[config.mk]
export PLATFORM = sky130hd
export DESIGN_NAME = drum_step_sequencer_top
export DESIGN_NICKNAME = d
export VERILOG_FILES = /design/src/hdl/dss_pkg.sv /design/src/hdl/drum_step_sequencer_top.sv /design/src/hdl/dss_position.sv /design/src/hdl/dss_pattern.sv
export SDC_FILE = /design/constraint.sdc
export NUM_CORES = 1
export LEC_CHECK = 0
export BUFFER_PORTS_ARGS = -buffer_cell sky130_fd_sc_hd__buf_2
export CORE_ASPECT_RATIO = 0.9
export CORE_MARGIN = 2
export CORE_UTILIZATION = 55
export CTS_CLUSTER_SIZE = 28
export DETAILED_ROUTE_END_ITERATION = 10
export PLACE_DENSITY = 0.83
export SLEW_MARGIN = 40
export SYNTH_ARGS = -nofsm -noshare
export SYNTH_HDL_FRONTEND = slang
export SYNTH_SLANG_ARGS = --single-unit
[constraint.sdc]
create_clock -name i_clk -period 4.2 [get_ports i_clk]
set_clock_uncertainty 0.1 [all_clocks]
set_input_delay 0.42 -clock i_clk [delete_from_list [all_inputs] [get_ports i_clk]]
set_output_delay 0.42 -clock i_clk [all_outputs]
set_load 0.1 [all_outputs]
[src/hdl/dss_pkg.sv]
package dss_pkg;

    localparam int CMD_W     = 3;
    localparam int TRACK_W   = 4;
    localparam int FPB_W     = 17;
    localparam int BEAT_W    = 4;
    localparam int MASK_W    = 9;
    localparam int APB_AW    = 4;
    localparam int APB_DW    = 32;
    localparam int IN_DATA_W  = 8;
    localparam int OUT_DATA_W = 24;

    localparam logic [FPB_W-1:0] FPB_RESET = 17'd48000;

    typedef enum logic [CMD_W-1:0] {
        CMD_TICK        = 3'd0,
        CMD_HIT         = 3'd1,
        CMD_CLEAR_TRACK = 3'd2,
        CMD_CLEAR_ALL   = 3'd3,
        CMD_START       = 3'd4
    } t_cmd;

    typedef enum logic [1:0] {
        REG_FPB        = 2'd0,
        REG_START_BEAT = 2'd1,
        REG_METRO_ONLY = 2'd2,
        REG_METRO_ON   = 2'd3
    } t_reg;

    typedef struct packed {
        logic merge;
        logic clear_all;
        logic clear_track;
        logic set_pending;
    } t_pat_op;

endpackage

[src/hdl/drum_step_sequencer_top.sv]
// Channel    Dir  Payload (low bit first)                                     Beat
// s_axis     in   tdata: command[2:0], track[6:3], zero pad                    one command
// m_axis     out  tdata: trigger_mask[8:0], hit_beat[12:9], beat_position[16:13],
//                 loop_wrapped[17], zero pad                                  one result
// apb        in   beat length 0x0, start_beat 0x4, metronome_only 0x8,
//                 metronome_on 0xC                                             one register
// Every accepted beat yields one result beat; one beat per cycle is sustained while m_axis_tready is high.
// Each beat passes the input register, then the decode logic, then the result register.
// Reset clears both maps, the position, the valid flags and APB registers but beat length (48000).
// A stalled output holds its beat while one more input beat waits in the input register.
module drum_step_sequencer_top #(
    parameter int TRACKS = 9,
    parameter int BEATS  = 16
) (
    input  logic                               i_clk,
    input  logic                               i_rst_n,
    input  logic                               s_axis_tvalid,
    output logic                               s_axis_tready,
    input  logic [dss_pkg::IN_DATA_W-1:0]      s_axis_tdata,   // command, track
    output logic                               m_axis_tvalid,
    input  logic                               m_axis_tready,
    output logic [(TRACKS+2*$clog2(BEATS)+8)/8*8-1:0] m_axis_tdata, // mask, hit, position, wrapped
    input  logic                               psel,
    input  logic                               penable,
    input  logic                               pwrite,
    input  logic [dss_pkg::APB_AW-1:0]         paddr,
    input  logic [dss_pkg::APB_DW-1:0]         pwdata,
    output logic [dss_pkg::APB_DW-1:0]         prdata,
    output logic                               pready
);

    localparam int BW    = $clog2(BEATS);
    localparam int RES_W = TRACKS + 2 * BW + 1;
    localparam int OUT_W = (RES_W + 7) / 8 * 8;
    localparam logic [TRACKS-1:0] METRO_BIT = TRACKS'(1) << (TRACKS - 1);

    logic [dss_pkg::FPB_W-1:0]   r_fpb;
    logic [dss_pkg::BEAT_W-1:0]  r_start_beat;
    logic                        r_metro_only;
    logic                        r_metro_on;
    dss_pkg::t_reg               reg_idx;

    logic                        r_in_valid;
    dss_pkg::t_cmd               r_cmd;
    logic [dss_pkg::TRACK_W-1:0] r_track;
    logic                        r_out_valid;
    logic [TRACKS-1:0]           r_mask;
    logic [BW-1:0]               r_hit;
    logic [BW-1:0]               r_pos;
    logic                        r_wrapped;

    logic                        advance;
    logic                        track_ok;
    logic [BW-1:0]               cur_beat;
    logic                        trig_ok;
    logic [BW-1:0]               hit_beat;
    logic                        wrap;
    logic [BW-1:0]               pos;
    logic [TRACKS-1:0]           row;
    dss_pkg::t_pat_op            pat_op;
    logic [TRACKS-1:0]           n_mask;
    logic [BW-1:0]               n_hit;

    assign pready  = 1'b1;
    assign reg_idx = dss_pkg::t_reg'(paddr[3:2]);

    always_comb begin
        case (reg_idx)
            dss_pkg::REG_FPB:        prdata = 32'(r_fpb);
            dss_pkg::REG_START_BEAT: prdata = 32'(r_start_beat);
            dss_pkg::REG_METRO_ONLY: prdata = 32'(r_metro_only);
            dss_pkg::REG_METRO_ON:   prdata = 32'(r_metro_on);
            default:                 prdata = '0;
        endcase
    end

    always_ff @(posedge i_clk) begin
        if (!i_rst_n) begin
            r_fpb        <= dss_pkg::FPB_RESET;
            r_start_beat <= '0;
            r_metro_only <= 1'b0;
            r_metro_on   <= 1'b0;
        end else if (psel && penable && pwrite) begin
            case (reg_idx)
                dss_pkg::REG_FPB:        r_fpb        <= pwdata[dss_pkg::FPB_W-1:0];
                dss_pkg::REG_START_BEAT: r_start_beat <= pwdata[dss_pkg::BEAT_W-1:0];
                dss_pkg::REG_METRO_ONLY: r_metro_only <= pwdata[0];
                dss_pkg::REG_METRO_ON:   r_metro_on   <= pwdata[0];
                default: begin
                end
            endcase
        end
    end

    assign advance       = r_in_valid && (!r_out_valid || m_axis_tready);
    assign s_axis_tready = !r_in_valid || advance;

    always_ff @(posedge i_clk) begin
        if (!i_rst_n) begin
            r_in_valid <= 1'b0;
        end else if (s_axis_tready) begin
            r_in_valid <= s_axis_tvalid;
        end
    end

    always_ff @(posedge i_clk) begin
        if (s_axis_tvalid && s_axis_tready) begin
            r_cmd   <= dss_pkg::t_cmd'(s_axis_tdata[2:0]);
            r_track <= s_axis_tdata[6:3];
        end
    end

    dss_position #(
        .BEATS(BEATS)
    ) u_position (
        .i_clk        (i_clk),
        .i_rst_n      (i_rst_n),
        .i_en         (advance),
        .i_cmd        (r_cmd),
        .i_fpb        (r_fpb),
        .i_start_beat (r_start_beat),
        .o_beat       (cur_beat),
        .o_trig_ok    (trig_ok),
        .o_hit_beat   (hit_beat),
        .o_wrap       (wrap),
        .o_pos        (pos)
    );

    assign track_ok = int'(r_track) < TRACKS;

    always_comb begin
        pat_op = '0;
        n_mask = '0;
        n_hit  = '0;
        case (r_cmd)
            dss_pkg::CMD_TICK: begin
                pat_op.merge = wrap;
                if (trig_ok) begin
                    if (!r_metro_only) begin
                        n_mask = row & ~METRO_BIT;
                    end
                    if (r_metro_on) begin
                        n_mask = n_mask | METRO_BIT;
                    end
                end
            end
            dss_pkg::CMD_HIT: begin
                n_hit              = hit_beat;
                pat_op.set_pending = track_ok;
                if (track_ok) begin
                    n_mask = TRACKS'(1) << r_track;
                end
            end
            dss_pkg::CMD_CLEAR_TRACK: pat_op.clear_track = track_ok;
            dss_pkg::CMD_CLEAR_ALL:   pat_op.clear_all   = 1'b1;
            dss_pkg::CMD_START:       pat_op.merge       = 1'b1;
            default: begin
            end
        endcase
    end

    dss_pattern #(
        .TRACKS(TRACKS),
        .BEATS (BEATS)
    ) u_pattern (
        .i_clk      (i_clk),
        .i_rst_n    (i_rst_n),
        .i_en       (advance),
        .i_op       (pat_op),
        .i_track    (r_track),
        .i_hit_beat (hit_beat),
        .i_rd_beat  (cur_beat),
        .o_row      (row)
    );

    always_ff @(posedge i_clk) begin
        if (!i_rst_n) begin
            r_out_valid <= 1'b0;
        end else if (advance) begin
            r_out_valid <= 1'b1;
        end else if (m_axis_tready) begin
            r_out_valid <= 1'b0;
        end
    end

    always_ff @(posedge i_clk) begin
        if (advance) begin
            r_mask    <= n_mask;
            r_hit     <= n_hit;
            r_pos     <= pos;
            r_wrapped <= wrap && (r_cmd == dss_pkg::CMD_TICK);
        end
    end

    assign m_axis_tvalid = r_out_valid;
    assign m_axis_tdata  = OUT_W'({r_wrapped, r_pos, r_hit, r_mask});

    a_wrap_pos: assert property (@(posedge i_clk) disable iff (!i_rst_n)
        r_out_valid && r_wrapped |-> (r_pos == BW'(BEATS - 1)))
        else $error("loop wrap reported away from the last beat");

    a_in_hold: assert property (@(posedge i_clk) disable iff (!i_rst_n)
        r_in_valid && !advance |=> r_in_valid && $stable(r_cmd) && $stable(r_track))
        else $error("waiting command lost");

endmodule

[src/hdl/dss_position.sv]
module dss_position #(
    parameter int BEATS = 16
) (
    input  logic                                 i_clk,
    input  logic                                 i_rst_n,
    input  logic                                 i_en,
    input  dss_pkg::t_cmd                        i_cmd,
    input  logic [dss_pkg::FPB_W-1:0]            i_fpb,
    input  logic [dss_pkg::BEAT_W-1:0]           i_start_beat,
    output logic [$clog2(BEATS)-1:0]             o_beat,
    output logic                                 o_trig_ok,
    output logic [$clog2(BEATS)-1:0]             o_hit_beat,
    output logic                                 o_wrap,
    output logic [$clog2(BEATS)-1:0]             o_pos
);

    localparam int BW = $clog2(BEATS);
    localparam logic [BW-1:0] LAST_BEAT = BW'(BEATS - 1);

    logic [dss_pkg::FPB_W-1:0] r_phase, n_phase;
    logic [BW-1:0]             r_beat, n_beat;
    logic [BW-1:0]             r_gate, n_gate;

    logic                      end_beat;
    logic                      last_beat;
    logic                      late;
    logic [BW-1:0]             beat_inc;
    logic [BW-1:0]             start_sel;

    always_comb begin
        end_beat  = ({1'b0, r_phase} + 18'd1) >= {1'b0, i_fpb};
        late      = {r_phase, 1'b0} >= {1'b0, i_fpb};
        last_beat = (r_beat == LAST_BEAT);
        beat_inc  = last_beat ? '0 : r_beat + BW'(1);
        start_sel = (int'(i_start_beat) < BEATS) ? BW'(i_start_beat) : '0;
    end

    always_comb begin
        n_phase = r_phase;
        n_beat  = r_beat;
        n_gate  = r_gate;
        o_wrap  = 1'b0;
        o_pos   = r_beat;
        case (i_cmd)
            dss_pkg::CMD_TICK: begin
                if (end_beat) begin
                    n_phase = '0;
                    n_beat  = beat_inc;
                    if (last_beat) begin
                        n_gate = '0;
                        o_wrap = 1'b1;
                    end
                end else begin
                    n_phase = r_phase + 17'd1;
                end
            end
            dss_pkg::CMD_START: begin
                n_phase = '0;
                n_beat  = start_sel;
                n_gate  = start_sel;
                o_pos   = start_sel;
            end
            default: begin
            end
        endcase
    end

    assign o_beat     = r_beat;
    assign o_trig_ok  = (r_phase == '0) && (r_beat >= r_gate);
    assign o_hit_beat = late ? beat_inc : r_beat;

    always_ff @(posedge i_clk) begin
        if (!i_rst_n) begin
            r_phase <= '0;
            r_beat  <= '0;
            r_gate  <= '0;
        end else if (i_en) begin
            r_phase <= n_phase;
            r_beat  <= n_beat;
            r_gate  <= n_gate;
        end
    end

    a_beat_range: assert property (@(posedge i_clk) disable iff (!i_rst_n)
        int'(r_beat) < BEATS)
        else $error("beat counter out of range");

    a_wrap_gate: assert property (@(posedge i_clk) disable iff (!i_rst_n)
        i_en && o_wrap |=> (r_gate == '0) && (r_beat == '0) && (r_phase == '0))
        else $error("loop wrap did not reset position and gate");

    a_start_phase: assert property (@(posedge i_clk) disable iff (!i_rst_n)
        i_en && (i_cmd == dss_pkg::CMD_START) |=> (r_phase == '0) && (r_gate == r_beat))
        else $error("start did not align gate and beat");

endmodule

[src/hdl/dss_pattern.sv]
module dss_pattern #(
    parameter int TRACKS = 9,
    parameter int BEATS  = 16
) (
    input  logic                              i_clk,
    input  logic                              i_rst_n,
    input  logic                              i_en,
    input  dss_pkg::t_pat_op                  i_op,
    input  logic [dss_pkg::TRACK_W-1:0]       i_track,
    input  logic [$clog2(BEATS)-1:0]          i_hit_beat,
    input  logic [$clog2(BEATS)-1:0]          i_rd_beat,
    output logic [TRACKS-1:0]                 o_row
);

    logic [BEATS-1:0] r_beat_map [TRACKS];
    logic [BEATS-1:0] n_beat_map [TRACKS];
    logic [BEATS-1:0] r_pend_map [TRACKS];
    logic [BEATS-1:0] n_pend_map [TRACKS];

    always_comb begin
        for (int t = 0; t < TRACKS; t++) begin
            n_beat_map[t] = r_beat_map[t];
            n_pend_map[t] = r_pend_map[t];
            if (i_op.merge) begin
                n_beat_map[t] = r_beat_map[t] | r_pend_map[t];
                n_pend_map[t] = '0;
            end
            if (i_op.clear_all) begin
                n_beat_map[t] = '0;
            end
            if (i_op.clear_track && (int'(i_track) == t)) begin
                n_beat_map[t] = '0;
            end
            if (i_op.set_pending && (int'(i_track) == t)) begin
                n_pend_map[t][i_hit_beat] = 1'b1;
            end
            o_row[t] = r_beat_map[t][i_rd_beat];
        end
    end

    always_ff @(posedge i_clk) begin
        if (!i_rst_n) begin
            for (int t = 0; t < TRACKS; t++) begin
                r_beat_map[t] <= '0;
                r_pend_map[t] <= '0;
            end
        end else if (i_en) begin
            for (int t = 0; t < TRACKS; t++) begin
                r_beat_map[t] <= n_beat_map[t];
                r_pend_map[t] <= n_pend_map[t];
            end
        end
    end

    a_merge_clears: assert property (@(posedge i_clk) disable iff (!i_rst_n)
        i_en && i_op.merge |=> (r_pend_map[0] == '0) && (r_pend_map[TRACKS-1] == '0))
        else $error("pending map not cleared by merge");

endmodule

==> results.tsv <==
stage	metric	value	unit
worst_setup_path	ff2ff_path_depth	14	
synthesis	synth_cells	1311	
global_routing	overflow	0	
synthesis	syn-cell-area	16300	um^2
synthesis	avgSynthCellArea	12.4	um^2
worst_setup_path	path_class	reg -> reg	
pwr	p_leak	0.00675	uW
synthesis	synthDistinctLibCells	64	
synthesis	yosys.area.top_type	edfxtp_1	
global_routing	grt_pass1_wl	63.1	mm
worst_setup_path	worst-path-max-fanout	32	
die	die_h	167	um
synthesis	async_reset_ff_share	0	%
pwr	power_density	407	nW/um^2
detailed_routing	drcViolationCount	0	
placement	io_buffers	69	
min_path	hold_path_end	r_track[2]	
final_layout	nets	1479	
sta	period_share	95.5	%
synthesis	synth_edf_count	281	
detailed_routing	routed_wl	39.7	mm
global_routing	grt_pass1_vias	11600	
placement	gp_congestion	0.910	
worst_setup_path	r2r_slack	190	ps
detailed_routing	vias	11700	
cts	cts_tree	built	
global_routing	grt_usage	25.9	%
synthesis	yosysTopAreaCellShare	51.9	%
global_routing	antenna_found_initial	2	
global_routing	grt_max_degree	68	
sta	drv_slew	0	
pwr	totalPowerFinal	7470	uW
cts	cts_max_level	2	
min_path	min_from	s_axis_tdata[5]	
cts	cts_num_sinks	331	
sta	period_needed	4010	ps
cts	cts_root_buf	clkbuf_16	
synthesis	yosys_warnings	0	
pwr	sequentialPowerShare	52.2	%
sta	setup_tns	0	ps
pwr	power_frac_clock	39.7	%
die	die_area	31000	um^2
synthesis	ys_ff_latch	331	
synthesis	synthTopCellsByArea	edfxtp_1 (52%), a32o_1 (7.9%), dfxtp_1 (6.2%), mux4_2 (5.7%), nor2_1 (4.4%)	
pwr	switching_share	24.2	%
die	core	29000	um^2
worst_setup_path	critical_path_arrival	4290	ps
sta	tightest_slew	848	ps
worst_setup_path	start_kind	flip-flop	
detailed_routing	antenna_left	0	
sta	final_hold_viol_count	0	
run	maxCapViolCount	0	
die	die_w	185	um
synthesis	synth_ff_type	edfxtp_1	
run_status	outcome	completed	
min_path	hold_class	in -> reg	
placement	place_hpwl	24.5	mm
die	ios	110	
cts	cts.clk_slew.worst_paths	60	ps
detailed_routing	first_iter_violations	1455	
final_layout	syn_to_final_growth	12.7	%
pwr	combPwrFrac	8.1	%
cts	cts_max_path_buffers	3	
cts	clk_latency	510	ps
synthesis	seq_area_frac_synth	58.0	%
final_layout	drive_above_1_share	17.7	%
detailed_routing	wl_per_cell	22.0	um
cts	cts_buffers	35	
worst_setup_path	endpoint_kind	flip-flop	
pwr	ir_drop	0.000361	V
sta	finalSetupViolCount	0	
worst_setup_path	cp.required	4470	ps
detailed_routing	vias_per_cell	6.48	
pwr	switchingPower	1810	uW
pwr	intPower	5660	uW
worst_setup_path	worstReg2RegEnd	u_pattern.r_pend_map[0][50]	
sta	timing.slew.headroom	43.5	%
die	start_util	56.1	%
sta	timing.fmax	249	MHz
detailed_routing	first_pass_iters	5	
sta	rsz0062_at_grt	false	
min_path	hold_depth	1	
sta	holdWs	29.4	ps
worst_setup_path	timing.rr.start	u_position.r_phase[8]	
die	row_count	59	
[stage by stage]
stage | utilization [%] | cell area, um^2 | std cells | setup WS [ps]
after global placement | 59.2 | 17200 | 1743 | 178
final | 63.2 | 18300 | 1808 | 187
after floorplan | - | 16400 | 1331 | 86.5
after CTS | 63.1 | 18300 | 1806 | 88.3
after detailed placement | 59.3 | 17200 | 1743 | 105
after global routing | 63.2 | 18300 | 1807 | 40.7
[cell type report]
cell class	count	area (um^2)
Sequential cell	331	9440
Clock buffer	43	936
Multi-Input combinational cell	832	6160
Fill cell	2103	10700
Antenna cell	1	2.50
Clock inverter	17	138
Timing Repair Buffer	140	985
Inverter	48	184
Tap cell	396	495
[what timing repair did]
action | CTS | global route
buffers inserted | 0 | 0
setup endpoints to repair | 0 | 2
resized for setup | 0 | 1
hold buffers | 3 | 0
hold endpoints to repair | 3 | 0
[worst max-delay path by stage]
stage | to | depth (start not counted) | startpoint
global route | u_pattern.r_pend_map[0][50] | 15 | u_position.r_phase[0]
global placement | u_pattern.r_pend_map[0][2] | 13 | u_position.r_phase[8]
CTS | u_pattern.r_pend_map[0][116] | 13 | u_position.r_phase[5]
floorplan | u_pattern.r_beat_map[3][0] | 14 | u_position.r_phase[0]
detailed placement | u_pattern.r_pend_map[0][2] | 13 | u_position.r_phase[8]
finish | u_pattern.r_pend_map[0][50] | 14 | u_position.r_phase[8]
[synth_stat cells (5+ instances only)]
cell      number
buf_6         15
buf_1          9
xnor2_1       11
buf_2          8
a21boi_0      17
buf_4         23
nor3_1        20
inv_1         48
nor2b_1       18
a21o_1         6
dfxtp_1       50
nand4_1       15
and3_1         8
xor2_1         5
nor2_1       191
nand2b_1       8
mux4_2        41
o211ai_1      11
o22ai_1       10
nor4_1         5
o21ai_0       24
mux2i_1       11
ha_1          40
edfxtp_1     281
nand2_1       85
nand3_1       18
and2_1         9
a21oi_1       30
a32o_1       128
clkbuf_1      64
o21a_1        49
[placed cells by master, fill, tap and decap left out, types with 15 or more instances in the layout]
cell type / synthesis / final
a21boi_0: 17 / 17
a21oi_1: 30 / 29
buf_4: 23 / 60
nor3_1: 20 / 18
edfxtp_1: 281 / 281
o21a_1: 49 / 49
conb_1: 2 / 22
o21ai_0: 24 / 24
nand3_1: 18 / 18
nand2_1: 85 / 85
a32o_1: 128 / 128
nand4_1: 15 / 15
inv_1: 48 / 47
ha_1: 40 / 40
nor2b_1: 18 / 18
nor2_1: 191 / 189
buf_2: 8 / 69
mux4_2: 41 / 41
clkbuf_16: 0 / 35
dfxtp_1: 50 / 48
[metal layers]
metal  GRT usage [%]  wire, um  vias to the layer above
met1            36.3     16200                     5823
met2            40.3     18400                      647
li1                -         -                     5154
met5               0         0                        -
met4            8.52      1200                        0
met3            5.83      3950                       99
[registers in the layout (all words and copies together) (netlist names), 9 cells and up]
| name | cells |
|---|---|
| r_fpb | 17 |
| u_position.r_phase | 17 |
| u_pattern.r_beat_map | 128 |
| r_mask | 9 |
| u_pattern.r_pend_map | 128 |
[cell families (layout without fill, tap and decap cells)]
| logic type | after synthesis | in the layout | share of synthesized area (%) |
|---|---|---|---|
| AND/OR/NAND/NOR | 392 | 392 | 10.8 |
| flip-flops | 331 | 331 | 58.0 |
| AO/OA/AOI/OAI | 310 | 310 | 15.7 |
| buffers and inverters | 168 | 248 | 5.17 |
| multiplexers | 52 | 52 | 6.35 |
| adder cells (fa/ha/maj) | 40 | 40 | 3.08 |
| XOR/XNOR | 16 | 16 | 0.861 |
| other | 2 | 23 | 0.0462 |
[critical path: stages (launching register included)]
cell	delay, ps
dfxtp_1	460
and4_1	280
and2_1	170
and3_1	210
and3_1	190
xor2_1	260
ha_1	300
and3_1	170
a32o_2	230
a211oi_2	220
o41a_1	250
nor2b_4	440
buf_16	220
buf_12	210
a32o_1	170
[power groups by stage]
stage / Combinational, uW / Clock, uW / Sequential [uW]
global placement: 578 / 0 / 3950
global route: 646 / 3110 / 3920
detailed placement: 594 / 0 / 3960
finish: 606 / 2960 / 3900
CTS: 601 / 2980 / 3890
floorplan: 435 / 0 / 3960
Power figures use the tool's default switching activity.
